File: src/design/asa_pkg.sv
// Shared types and constants for the accelerator slot allocator.
// No dependencies; imported by every module of the block.
`timescale 1ns / 1ps

package asa_pkg;

    localparam int SLOTS_DEF   = 16;
    localparam int ID_BITS_DEF = 16;
    localparam int LOAD_W      = 16;
    localparam int CNT_W       = 5;
    localparam int MASK_W      = 16;
    localparam int IN_TDATA_W  = 40;
    localparam int OUT_TDATA_W = 48;

    // Command codes
    localparam logic [1:0] CMD_ASSIGN  = 2'd0;
    localparam logic [1:0] CMD_RELEASE = 2'd1;

    // Controls shared by every slot cell
    typedef struct packed {
        logic shift;
        logic clear;
    } cell_ctl_t;

    // Sequencer states, one-hot
    typedef enum logic [5:0] {
        ST_IDLE   = 6'b000001,
        ST_COUNT  = 6'b000010,
        ST_UPDATE = 6'b000100,
        ST_SCAN   = 6'b001000,
        ST_DIV    = 6'b010000,
        ST_DONE   = 6'b100000
    } state_t;

endpackage

File: src/design/asa_cell.sv
// One slot cell of the rotating slot ring: occupied bit, owner, load, duplicate flag.
// Depends on asa_pkg for the shared cell controls.
`timescale 1ns / 1ps

module asa_cell
    import asa_pkg::*;
#(
    parameter int ID_BITS = ID_BITS_DEF
)
(
    input  logic               clk,
    input  logic               rst_n,
    input  cell_ctl_t          ctl,
    input  logic               mark_en,
    input  logic [ID_BITS-1:0] probe_id,
    input  logic               in_occ,
    input  logic [ID_BITS-1:0] in_owner,
    input  logic [LOAD_W-1:0]  in_load,
    input  logic               in_dup,
    output logic               occ,
    output logic [ID_BITS-1:0] owner,
    output logic [LOAD_W-1:0]  load,
    output logic               dup,
    output logic               dup_out
);

    logic               occ_reg;
    logic               dup_reg;
    logic [ID_BITS-1:0] owner_reg;
    logic [LOAD_W-1:0]  load_reg;

    // Flag this slot as a repeat of the owner now at the head
    assign dup_out = dup_reg | (mark_en & occ_reg & (owner_reg == probe_id));

    // Control bits: clear on reconfiguration, take the neighbor on shift
    always_ff @(posedge clk or negedge rst_n)
    begin
        if (!rst_n)
        begin
            occ_reg <= 1'b0;
            dup_reg <= 1'b0;
        end
        else if (ctl.clear)
        begin
            occ_reg <= 1'b0;
            dup_reg <= 1'b0;
        end
        else if (ctl.shift)
        begin
            occ_reg <= in_occ;
            dup_reg <= in_dup;
        end
    end

    // Payload moves with the ring
    always_ff @(posedge clk)
    begin
        if (ctl.shift)
        begin
            owner_reg <= in_owner;
            load_reg  <= in_load;
        end
    end

    assign occ   = occ_reg;
    assign owner = owner_reg;
    assign load  = load_reg;
    assign dup   = dup_reg;

endmodule

File: src/design/asa_divider.sv
// Restoring divider, one quotient bit per cycle, for the mean load.
// Depends on asa_pkg for the load width.
`timescale 1ns / 1ps

module asa_divider
    import asa_pkg::*;
#(
    parameter int SLOTS = SLOTS_DEF
)
(
    input  logic                              clk,
    input  logic                              rst_n,
    input  logic                              start,
    input  logic [LOAD_W+$clog2(SLOTS+1)-1:0] dividend,
    input  logic [$clog2(SLOTS+1)-1:0]        divisor,
    output logic                              busy,
    output logic [LOAD_W-1:0]                 quotient
);

    localparam int NW = $clog2(SLOTS + 1);
    localparam int SW = LOAD_W + NW;
    localparam int IW = $clog2(SW + 1);

    logic [SW-1:0] quo_reg, quo_next;
    logic [NW:0]   rem_reg, rem_next;
    logic [NW-1:0] div_reg;
    logic [IW-1:0] cnt_reg, cnt_next;
    logic          busy_reg, busy_next;
    logic [NW+1:0] trial;

    // One restoring step
    always_comb
    begin
        trial     = {rem_reg, quo_reg[SW-1]};
        quo_next  = quo_reg;
        rem_next  = rem_reg;
        cnt_next  = cnt_reg;
        busy_next = busy_reg;
        if (start)
        begin
            quo_next  = dividend;
            rem_next  = '0;
            cnt_next  = IW'(SW);
            busy_next = 1'b1;
        end
        else if (busy_reg)
        begin
            if (trial >= (NW+2)'(div_reg))
            begin
                rem_next = (NW+1)'(trial - (NW+2)'(div_reg));
                quo_next = {quo_reg[SW-2:0], 1'b1};
            end
            else
            begin
                rem_next = trial[NW:0];
                quo_next = {quo_reg[SW-2:0], 1'b0};
            end
            cnt_next = cnt_reg - 1'b1;
            if (cnt_reg == IW'(1))
                busy_next = 1'b0;
        end
    end

    always_ff @(posedge clk or negedge rst_n)
    begin
        if (!rst_n)
        begin
            busy_reg <= 1'b0;
            cnt_reg  <= '0;
        end
        else
        begin
            busy_reg <= busy_next;
            cnt_reg  <= cnt_next;
        end
    end

    always_ff @(posedge clk)
    begin
        quo_reg <= quo_next;
        rem_reg <= rem_next;
        if (start)
            div_reg <= divisor;
    end

    assign busy     = busy_reg;
    assign quotient = quo_reg[LOAD_W-1:0];

endmodule

File: src/design/accelerator_slot_allocator_core.sv
// Accelerator slot allocator: first-fit slot assignment and release over a
// rotating ring of slot cells, with occupancy and load statistics.
//
// Usage: commands arrive on the s_axis group (tdata), one result per command
// leaves on the m_axis group. cfg_we with cfg_wdata sets the slot count and
// clears all slots; write it only while the block is idle.
// Timing: each command rotates the ring through a free-count pass, an update
// pass and a statistics-scan pass, then runs the divide step (one quotient
// bit per cycle) and loads the output register; the next command is taken
// once the result is loaded. The ring rotates one slot past the head logic
// per cycle. One command is in work at a time.
// Reset: all slots free, slot count 16, no result pending.
// Stall: a result holds in the output register while m_axis_tready is low;
// the next command may be fully processed and then waits until the register
// drains.
`timescale 1ns / 1ps

module accelerator_slot_allocator_core
    import asa_pkg::*;
#(
    parameter int SLOTS   = SLOTS_DEF,
    parameter int ID_BITS = ID_BITS_DEF
)
(
    input  logic                   clk,
    input  logic                   rst_n,
    input  logic                   cfg_we,
    input  logic [CNT_W-1:0]       cfg_wdata,     // slot_count
    input  logic                   s_axis_tvalid,
    output logic                   s_axis_tready,
    // command[1:0], job_id[17:2], slots_wanted[22:18], job_load[38:23]
    input  logic [IN_TDATA_W-1:0]  s_axis_tdata,
    output logic                   m_axis_tvalid,
    input  logic                   m_axis_tready,
    // accepted[0], granted_mask[16:1], freed_count[21:17], free_count[26:22],
    // loaded_jobs[31:27], mean_load[47:32]
    output logic [OUT_TDATA_W-1:0] m_axis_tdata
);

    localparam int NW = $clog2(SLOTS + 1);
    localparam int KW = (SLOTS > 1) ? $clog2(SLOTS) : 1;
    localparam int SW = LOAD_W + NW;

    state_t state_reg, state_next;

    logic [CNT_W-1:0]   slot_count_reg;
    logic [1:0]         cmd_reg;
    logic [ID_BITS-1:0] id_reg;
    logic [CNT_W-1:0]   want_reg;
    logic [LOAD_W-1:0]  load_reg;
    logic [KW-1:0]      k_reg, k_next;
    logic [NW-1:0]      free_reg, free_next;
    logic [NW-1:0]      freed_reg, freed_next;
    logic [NW-1:0]      jobs_reg, jobs_next;
    logic [CNT_W-1:0]   rem_reg, rem_next;
    logic [MASK_W-1:0]  grant_reg, grant_next;
    logic [SW-1:0]      sum_reg, sum_next;
    logic               ok_reg, ok_next;

    logic                   out_valid_reg;
    logic [OUT_TDATA_W-1:0] out_data_reg;

    logic [NW-1:0] n_act;
    logic          in_fire, out_load, k_last, k_in;
    cell_ctl_t     ctl;

    // Ring wiring
    logic               c_occ   [SLOTS];
    logic [ID_BITS-1:0] c_owner [SLOTS];
    logic [LOAD_W-1:0]  c_load  [SLOTS];
    logic               c_dup   [SLOTS];
    logic               c_dupo  [SLOTS];
    logic               c_mark  [SLOTS];
    logic               h_occ, h_dup;
    logic [ID_BITS-1:0] h_owner;
    logic [LOAD_W-1:0]  h_load;

    logic          div_start, div_busy;
    logic [LOAD_W-1:0] div_q;

    // Effective slot count, saturated to the ring length; zero counts as one
    always_comb
    begin
        if (slot_count_reg == '0)
            n_act = NW'(1);
        else if (32'(slot_count_reg) > SLOTS)
            n_act = NW'(SLOTS);
        else
            n_act = NW'(slot_count_reg);
    end

    assign s_axis_tready = (state_reg == ST_IDLE);
    assign in_fire       = s_axis_tvalid & s_axis_tready;
    assign k_last        = (32'(k_reg) == SLOTS - 1);
    assign k_in          = ((NW+1)'(k_reg) < (NW+1)'(n_act));
    assign ctl.shift     = (state_reg == ST_COUNT) | (state_reg == ST_UPDATE) |
                           (state_reg == ST_SCAN);
    assign ctl.clear     = cfg_we;

    // Slot ring: each cell takes its upper neighbor, the last takes the head
    for (genvar p = 0; p < SLOTS; p++)
    begin : g_cell
        if (p == 0)
        begin : g_first
            assign c_mark[p] = 1'b0;
        end
        else
        begin : g_rest
            assign c_mark[p] = (state_reg == ST_SCAN) & c_occ[0] &
                               ((32'(k_reg) + p) <= (SLOTS - 1));
        end
        if (p == SLOTS - 1)
        begin : g_last
            asa_cell #(.ID_BITS(ID_BITS)) u_cell (
                .clk(clk), .rst_n(rst_n), .ctl(ctl), .mark_en(c_mark[p]),
                .probe_id(c_owner[0]),
                .in_occ(h_occ), .in_owner(h_owner), .in_load(h_load), .in_dup(h_dup),
                .occ(c_occ[p]), .owner(c_owner[p]), .load(c_load[p]), .dup(c_dup[p]),
                .dup_out(c_dupo[p])
            );
        end
        else
        begin : g_mid
            asa_cell #(.ID_BITS(ID_BITS)) u_cell (
                .clk(clk), .rst_n(rst_n), .ctl(ctl), .mark_en(c_mark[p]),
                .probe_id(c_owner[0]),
                .in_occ(c_occ[p+1]), .in_owner(c_owner[p+1]), .in_load(c_load[p+1]),
                .in_dup(c_dupo[p+1]),
                .occ(c_occ[p]), .owner(c_owner[p]), .load(c_load[p]), .dup(c_dup[p]),
                .dup_out(c_dupo[p])
            );
        end
    end

    // Head logic: process the slot at cell 0 and write it back at the tail
    always_comb
    begin
        state_next = state_reg;
        k_next     = k_reg;
        free_next  = free_reg;
        freed_next = freed_reg;
        jobs_next  = jobs_reg;
        rem_next   = rem_reg;
        grant_next = grant_reg;
        sum_next   = sum_reg;
        ok_next    = ok_reg;
        h_occ      = c_occ[0];
        h_owner    = c_owner[0];
        h_load     = c_load[0];
        h_dup      = 1'b0;
        div_start  = 1'b0;
        out_load   = 1'b0;
        case (state_reg)
            ST_IDLE:
            begin
                if (in_fire)
                begin
                    state_next = ST_COUNT;
                    k_next     = '0;
                    free_next  = '0;
                    freed_next = '0;
                    jobs_next  = '0;
                    grant_next = '0;
                    sum_next   = '0;
                end
            end
            ST_COUNT:
            begin
                h_dup = c_dup[0];
                if (k_in && !c_occ[0])
                    free_next = free_reg + 1'b1;
                k_next = k_reg + 1'b1;
                if (k_last)
                begin
                    k_next     = '0;
                    state_next = ST_UPDATE;
                    ok_next    = (cmd_reg != CMD_ASSIGN) ||
                                 ((NW+CNT_W)'(want_reg) <= (NW+CNT_W)'(free_next));
                end
            end
            ST_UPDATE:
            begin
                if (cmd_reg == CMD_ASSIGN && ok_reg && k_in && !c_occ[0] && rem_reg != '0)
                begin
                    h_occ    = 1'b1;
                    h_owner  = id_reg;
                    h_load   = load_reg;
                    rem_next = rem_reg - 1'b1;
                    if (32'(k_reg) < MASK_W)
                        grant_next[4'(k_reg)] = 1'b1;
                end
                else if (cmd_reg == CMD_RELEASE && k_in && c_occ[0] && c_owner[0] == id_reg)
                begin
                    h_occ      = 1'b0;
                    h_owner    = '0;
                    h_load     = '0;
                    freed_next = freed_reg + 1'b1;
                end
                k_next = k_reg + 1'b1;
                if (k_last)
                begin
                    k_next     = '0;
                    free_next  = '0;
                    state_next = ST_SCAN;
                end
            end
            ST_SCAN:
            begin
                if (k_in)
                begin
                    if (!c_occ[0])
                        free_next = free_reg + 1'b1;
                    else
                    begin
                        sum_next = sum_reg + SW'(c_load[0]);
                        if (!c_dup[0])
                            jobs_next = jobs_reg + 1'b1;
                    end
                end
                k_next = k_reg + 1'b1;
                if (k_last)
                begin
                    k_next     = '0;
                    div_start  = 1'b1;
                    state_next = ST_DIV;
                end
            end
            ST_DIV:
            begin
                if (!div_busy)
                    state_next = ST_DONE;
            end
            ST_DONE:
            begin
                if (!out_valid_reg || m_axis_tready)
                begin
                    out_load   = 1'b1;
                    state_next = ST_IDLE;
                end
            end
            default:
            begin
                state_next = ST_IDLE;
            end
        endcase
    end

    // Divide the full sum, including the slot at the head on the last scan cycle
    asa_divider #(.SLOTS(SLOTS)) u_div (
        .clk(clk), .rst_n(rst_n), .start(div_start), .dividend(sum_next),
        .divisor(n_act), .busy(div_busy), .quotient(div_q)
    );

    // Control registers
    always_ff @(posedge clk or negedge rst_n)
    begin
        if (!rst_n)
        begin
            state_reg      <= ST_IDLE;
            slot_count_reg <= CNT_W'(16);
            out_valid_reg  <= 1'b0;
            k_reg          <= '0;
        end
        else
        begin
            state_reg <= state_next;
            k_reg     <= k_next;
            if (cfg_we)
                slot_count_reg <= cfg_wdata;
            if (out_load)
                out_valid_reg <= 1'b1;
            else if (m_axis_tready)
                out_valid_reg <= 1'b0;
        end
    end

    // Command fields, counters and the result register
    always_ff @(posedge clk)
    begin
        if (in_fire)
        begin
            cmd_reg  <= s_axis_tdata[1:0];
            id_reg   <= ID_BITS'(s_axis_tdata[17:2]);
            want_reg <= s_axis_tdata[22:18];
            rem_reg  <= s_axis_tdata[22:18];
            load_reg <= s_axis_tdata[38:23];
        end
        else
            rem_reg <= rem_next;
        free_reg  <= free_next;
        freed_reg <= freed_next;
        jobs_reg  <= jobs_next;
        grant_reg <= grant_next;
        sum_reg   <= sum_next;
        ok_reg    <= ok_next;
        if (out_load)
            out_data_reg <= {div_q, CNT_W'(jobs_reg), CNT_W'(free_reg),
                             CNT_W'(freed_reg), grant_reg, ok_reg};
    end

    assign m_axis_tvalid = out_valid_reg;
    assign m_axis_tdata  = out_data_reg;

`ifndef NO_ASSERTIONS
    // A refused assign reports no granted slot
    a_refused_no_grant: assert property (@(posedge clk) disable iff (!rst_n)
        m_axis_tvalid && !m_axis_tdata[0] |-> m_axis_tdata[16:1] == '0)
        else $error("refused command reports granted slots");

    // The divider is never running while a command may be taken
    a_idle_div: assert property (@(posedge clk) disable iff (!rst_n)
        s_axis_tready |-> !div_busy)
        else $error("divider busy while idle");

    // The ring comes back aligned at the end of the free-count pass
    a_pass_wrap: assert property (@(posedge clk) disable iff (!rst_n)
        state_reg == ST_COUNT && k_last |=> state_reg == ST_UPDATE && k_reg == '0)
        else $error("ring pass misaligned");
`endif

endmodule
File: config.mk
export PLATFORM = sky130hd
export DESIGN_NAME = accelerator_slot_allocator_core
export DESIGN_NICKNAME = d
export VERILOG_FILES = /design/src/design/asa_pkg.sv /design/src/design/asa_cell.sv /design/src/design/asa_divider.sv /design/src/design/accelerator_slot_allocator_core.sv
export SDC_FILE = /design/constraint.sdc
export NUM_CORES = 1
export LEC_CHECK = 0
export ABC_AREA = 1
export BUFFER_PORTS_ARGS = -buffer_cell sky130_fd_sc_hd__buf_2
export CELL_PAD_IN_SITES_DETAIL_PLACEMENT = 1
export CELL_PAD_IN_SITES_GLOBAL_PLACEMENT = 1
export CORE_ASPECT_RATIO = 1.1
export CORE_UTILIZATION = 40
export CTS_BUF_LIST = sky130_fd_sc_hd__clkbuf_8
export DETAILED_ROUTE_END_ITERATION = 12
export PLACE_DENSITY_LB_ADDON = 0.1
export SETUP_SLACK_MARGIN = 0.3
export SLEW_MARGIN = 20
export SYNTH_ARGS = -nofsm -noshare
export SYNTH_HDL_FRONTEND = slang
export SYNTH_HIERARCHICAL = 1
export SYNTH_SLANG_ARGS = --single-unit
export TNS_END_PERCENT = 20
File: constraint.sdc
create_clock -name clk -period 11.3 [get_ports clk]
set_input_delay 0 -clock clk [delete_from_list [all_inputs] [get_ports clk]]
set_output_delay 0 -clock clk [all_outputs]
set_load 0.03 [all_outputs]
# After elaboration in Yosys (flattened, before gate mapping)
# Index checks and enable logic that the tools add are counted.
dict set report word_totals {
  reg_bits 743
  word_cells 394
  in_bits 50
  out_inout_bits 50
}
dict set report classes {
  order_cmp 21
  eq_ne 38
  muxes 127
  bitwise_logic 65
  reduce_logical 35
  addsub 23
}
# op count
set ops {}
lappend ops {{16-bit == test} 16}
lappend ops {{16-bit 2-to-1 mux} 8}
lappend ops {{21-bit 2-to-1 mux} 5}
lappend ops {{5-bit 2-to-1 mux} 18}
lappend ops {{1-bit 2-to-1 mux} 79}
lappend ops {{5-bit by 4-bit <= comparator with 1-bit output, second input constant} 15}
lappend ops {{1-bit AND} 47}
lappend ops {{6-bit 2-to-1 mux} 7}
lappend ops {{21-bit one-hot mux with 2 select lines} 1}
lappend ops {{4-bit by 4-bit adder with 5-bit output, second input constant} 8}
lappend ops {{6-bit one-hot mux with 6 select lines} 1}
lappend ops {{16-bit one-hot mux with 2 select lines} 1}
lappend ops {{21-bit by 16-bit adder with 21-bit output} 1}
lappend ops {{4-bit by 3-bit adder with 5-bit output, second input constant} 4}
lappend ops {{5-bit one-hot mux with 2 select lines} 2}
lappend ops {{5-bit one-hot mux with 4 select lines} 1}
lappend ops {{2-bit != test, second input constant} 9}
lappend ops {{2-bit nonzero test} 9}
lappend ops {{1-bit OR} 17}
lappend ops {{16-bit OR} 1}
lappend ops {{5-bit by 1-bit adder with 5-bit output, second input constant} 3}
lappend ops {{4-bit by 2-bit adder with 5-bit output, second input constant} 2}
lappend ops {{5-bit AND reduction} 2}
lappend ops {{5-bit by 1-bit subtractor with 5-bit output, second input constant} 2}
lappend ops {{34 further kinds} 50}

# Depth between registers and ports, before layout
dict set report logic_depth {
  depth_word 12
  ltp_mapped 17
  mapped_depth_nobuf 17
}

# Modules after synthesis
# Netlist, hierarchy kept.
# module instances cells_per_inst area_each_um2 seq_area_each_um2
set modules_own_cells {}
lappend modules_own_cells {asa_cell 16 116 1348.8 1011.0}
lappend modules_own_cells {accelerator_slot_allocator_core 1 978 8700.8 4546.9}
lappend modules_own_cells {asa_divider 1 235 2025.7 1051.0}

# Worst setup path before layout
# Ideal clock, no wire load.
dict set report synth_path {
  kind {reg2reg}
  from {reg state_reg[3]}
  to {reg g_cell[0].g_mid.u_cell.dup_reg}
  path_buffers 0
  period_less_slack_ns 12.567
  arrival_time_ns 12.390
  t_required_ns 11.123
  path_slack_ns -1.267
  stages_incl_launch_ff 8
  setup_time_ns 0.177
  cell_sequence {dfrtp_1 > nor2_1 > nand4_1 > nand2_1 > nor2_1 > inv_1 > or2_1 > o21ai_0}
}
# element line
set synth_rtl {}
lappend synth_rtl {{start: declaration} accelerator_slot_allocator_core.sv:44} ;# state_t state_reg, state_next;
lappend synth_rtl {{start signal: assignment} accelerator_slot_allocator_core.sv:266} ;# state_reg <= state_next;
lappend synth_rtl {{end signal: assignment} asa_cell.sv:51} ;# dup_reg <= in_dup;
lappend synth_rtl {{end: declaration} asa_cell.sv:28} ;# logic dup_reg;

==> metrics.md <==
| Metric | Value |
|---|---|
| Drt drc | `0` |
| Reg2reg start | `state_reg[4]` |
| Critical Path Slowest Stage Cell | `buf_12` |
| Leakage | `15.9 nW` |
| CTS resizes | `0` |
| GRT Total Usage | `18.2%` |
| Num CTS Buffers | `131` |
| Setup violators final | `0` |
| Final hold vios | `0` |
| Final Skew | `0.0490 ns` |
| Width of the die | `272 µm` |
| Yosys synthesis warning count | `6` |
| Share of cells above drive strength 1 | `10.2%` |
| Initial DRC count | `1147` |
| Worst rel slew slack | `28.6%` |
| CP Launch Type | `flop` |
| Initial Util | `40.5%` |
| Placed instance area | `0.0337 mm²` |
| Area growth from synthesis to layout | `16.3%` |
| Setup TNS | `0 ns` |
| Synth Net Count | `3098` |
| Max Cap Viol | `0` |
| Post-Route WL | `72000 µm` |
| FILL cells | `8722` |
| Max Fclk | `213 MHz` |
| Dpl hpwl | `48500 µm` |
| RSZ-0062 raised after global routing | `false` |
| Crit path capture type | `flop` |
| IO buf count | `98` |
| CORE AREA | `0.0791 mm²` |
| Initial antenna violation count | `2` |
| Clock Latency Late Sink | `0.80 ns` |
| Min Tclk post-route | `4.70 ns` |
| IO Pins | `100` |
| Vias | `21116` |
| Vias per cell | `4.74` |
| First-pass GRT wire length | `116000 µm` |
| Part of the cycle the worst path needs | `41.6%` |
| Worst hold path class | `in2reg` |
| DIE HEIGHT | `299 µm` |
| Peak supply drop | `0.263 mV` |
| Critical path, cell by cell | `nor2_4 > nand3_1 > nand2_1 > nor2_1 > clkinvlp_4 > buf_12 > buf_12 > buf_6` |
| Total power | `9.11 mW` |
| Reg clk slew, reported paths | `0.06 ns` |
| CTS H-tree depth | `4` |
| FF-to-FF path depth | `8` |
| CTS Buffer Depth | `3` |
| Crit path arrival time | `5.10 ns` |
| Die area | `0.0811 mm²` |
| CTS tree | `yes` |
| Cells after synthesis | `2994` |
| Post-CTS repair timing setup buffer count | `0` |
| Clk sink count | `743` |
| Worst endpoint required time | `11.70 ns` |
| Avg Synthesized Cell Area | `10.7 µm²` |
| Synthesized cell area | `0.0320 mm²` |
| CP startpoint | `state_reg[4]` |
| GRT overflow | `0` |
| CTS Root Cell | `clkbuf_8` |
| Crit path capture | `g_cell[8].g_mid.u_cell/load[6]` |
| Post-layout nets | `3413` |
| First-pass iteration count of the detailed router | `5` |
| Worst slew pin tran | `1.07 ns` |
| Gpl congestion | `0.793` |
| Worst hold margin | `0.0890 ns` |
| Reg-to-reg endpoint | `g_cell[8].g_mid.u_cell/load[6]` |
| Number of global-route vias before repair | `22959` |
| Max incr delay on CP | `0.78 ns` |
| Type of the worst setup path | `reg2reg` |
| Post-route cell area | `0.0372 mm²` |
| CP dominant cell by count | `buf_12` |
| Largest net degree at the start of global routing | `210` |
| Final slew viol count | `0` |
| WL/cell | `16.2 µm` |
| Pwr dens | `245 mW/mm²` |
| Rows | `108` |
| R2r setup slk | `6.60 ns` |
| Status | `completed` |
| CP max FO | `209` |
| Antenna Nets Post-Route | `0` |
[worst max-delay path, delay by kind of cell, from the launching register on]
| kind | cells | cell delay, ns |
|---|---|---|
| buffers and inverters | 4 | 2.30 |
| DFF | 1 | 0.43 |
| and+or+nand+nor | 4 | 1.22 |
[how the worst min path moves through the flow]
stage,startpoint,endpoint,depth (start not counted)
after floorplan,rst_n,g_cell[0].g_mid.u_cell/dup,0
after global placement,rst_n,m_axis_tvalid,2
after detailed placement,s_axis_tdata[26],load_reg[3],1
after CTS,s_axis_tdata[20],rem_reg[2],4
after global routing,s_axis_tdata[20],rem_reg[2],4
final,s_axis_tdata[20],rem_reg[2],4
[through the flow]
stage                     cells  util, %  setup WS [ns]
final                      4451     47.1           6.60
after global routing       4451     47.1           6.15
after detailed placement   4114     42.7           6.29
after floorplan            2994        -           1.53
after global placement     4114     42.7           6.47
after CTS                  4447     47.0           6.27
[power by group]
part | switching [mW] | total [mW] | internal [mW]
combinational | 1.51 | 2.09 | 0.576
sequential | 0.424 | 4.69 | 4.27
clock | 1.14 | 2.32 | 1.19
total | 3.07 | 9.11 | 6.03
[routing by layer]
layer / up-vias / wire length [µm] / track usage (%)
met4: 0 / 2500 / 8.47
met3: 166 / 2700 / 3.45
met5: - / 0 / 0
li1: 10379 / - / -
met2: 334 / 35900 / 31.4
met1: 10237 / 31000 / 22.0
[cell type report]
| class | instances | area (µm²) | share of cell area (%) |
|---|---|---|---|
| clock buffers | 134 | 1840 | 4.95 |
| well taps | 1045 | 1310 | 3.51 |
| multi-input cells | 1714 | 8120 | 21.8 |
| diodes | 1 | 2.50 | 0.00672 |
| flip-flops and latches | 743 | 21800 | 58.5 |
| clock inverters | 95 | 574 | 1.54 |
| repair buffers | 225 | 1760 | 4.71 |
| inverters | 494 | 1860 | 5.00 |
[repair_timing]
| action | in CTS | in global routing |
|---|---|---|
| endpoints found under the setup margin | 0 | 0 |
| hold endpoints to repair | 178 | 0 |
| hold buffers | 104 | 0 |
[layout by cell type (no fill, tap or decap), types with 13 or more instances in the layout]
cell type / instances
nand2_1: 766
edfxtp_1: 662
inv_1: 535
nor2_1: 354
nand3_1: 150
clkbuf_8: 134
dlygate4sd3_1: 104
buf_2: 98
o21ai_0: 81
a21oi_1: 60
o21ai_1: 60
ha_1: 52
dfrtp_1: 52
xor2_1: 45
dfxtp_1: 27
clkinv_1: 23
nor2_2: 20
buf_4: 17
or2_1: 16
nor3_1: 13
(Power assumes the default switching activity.)
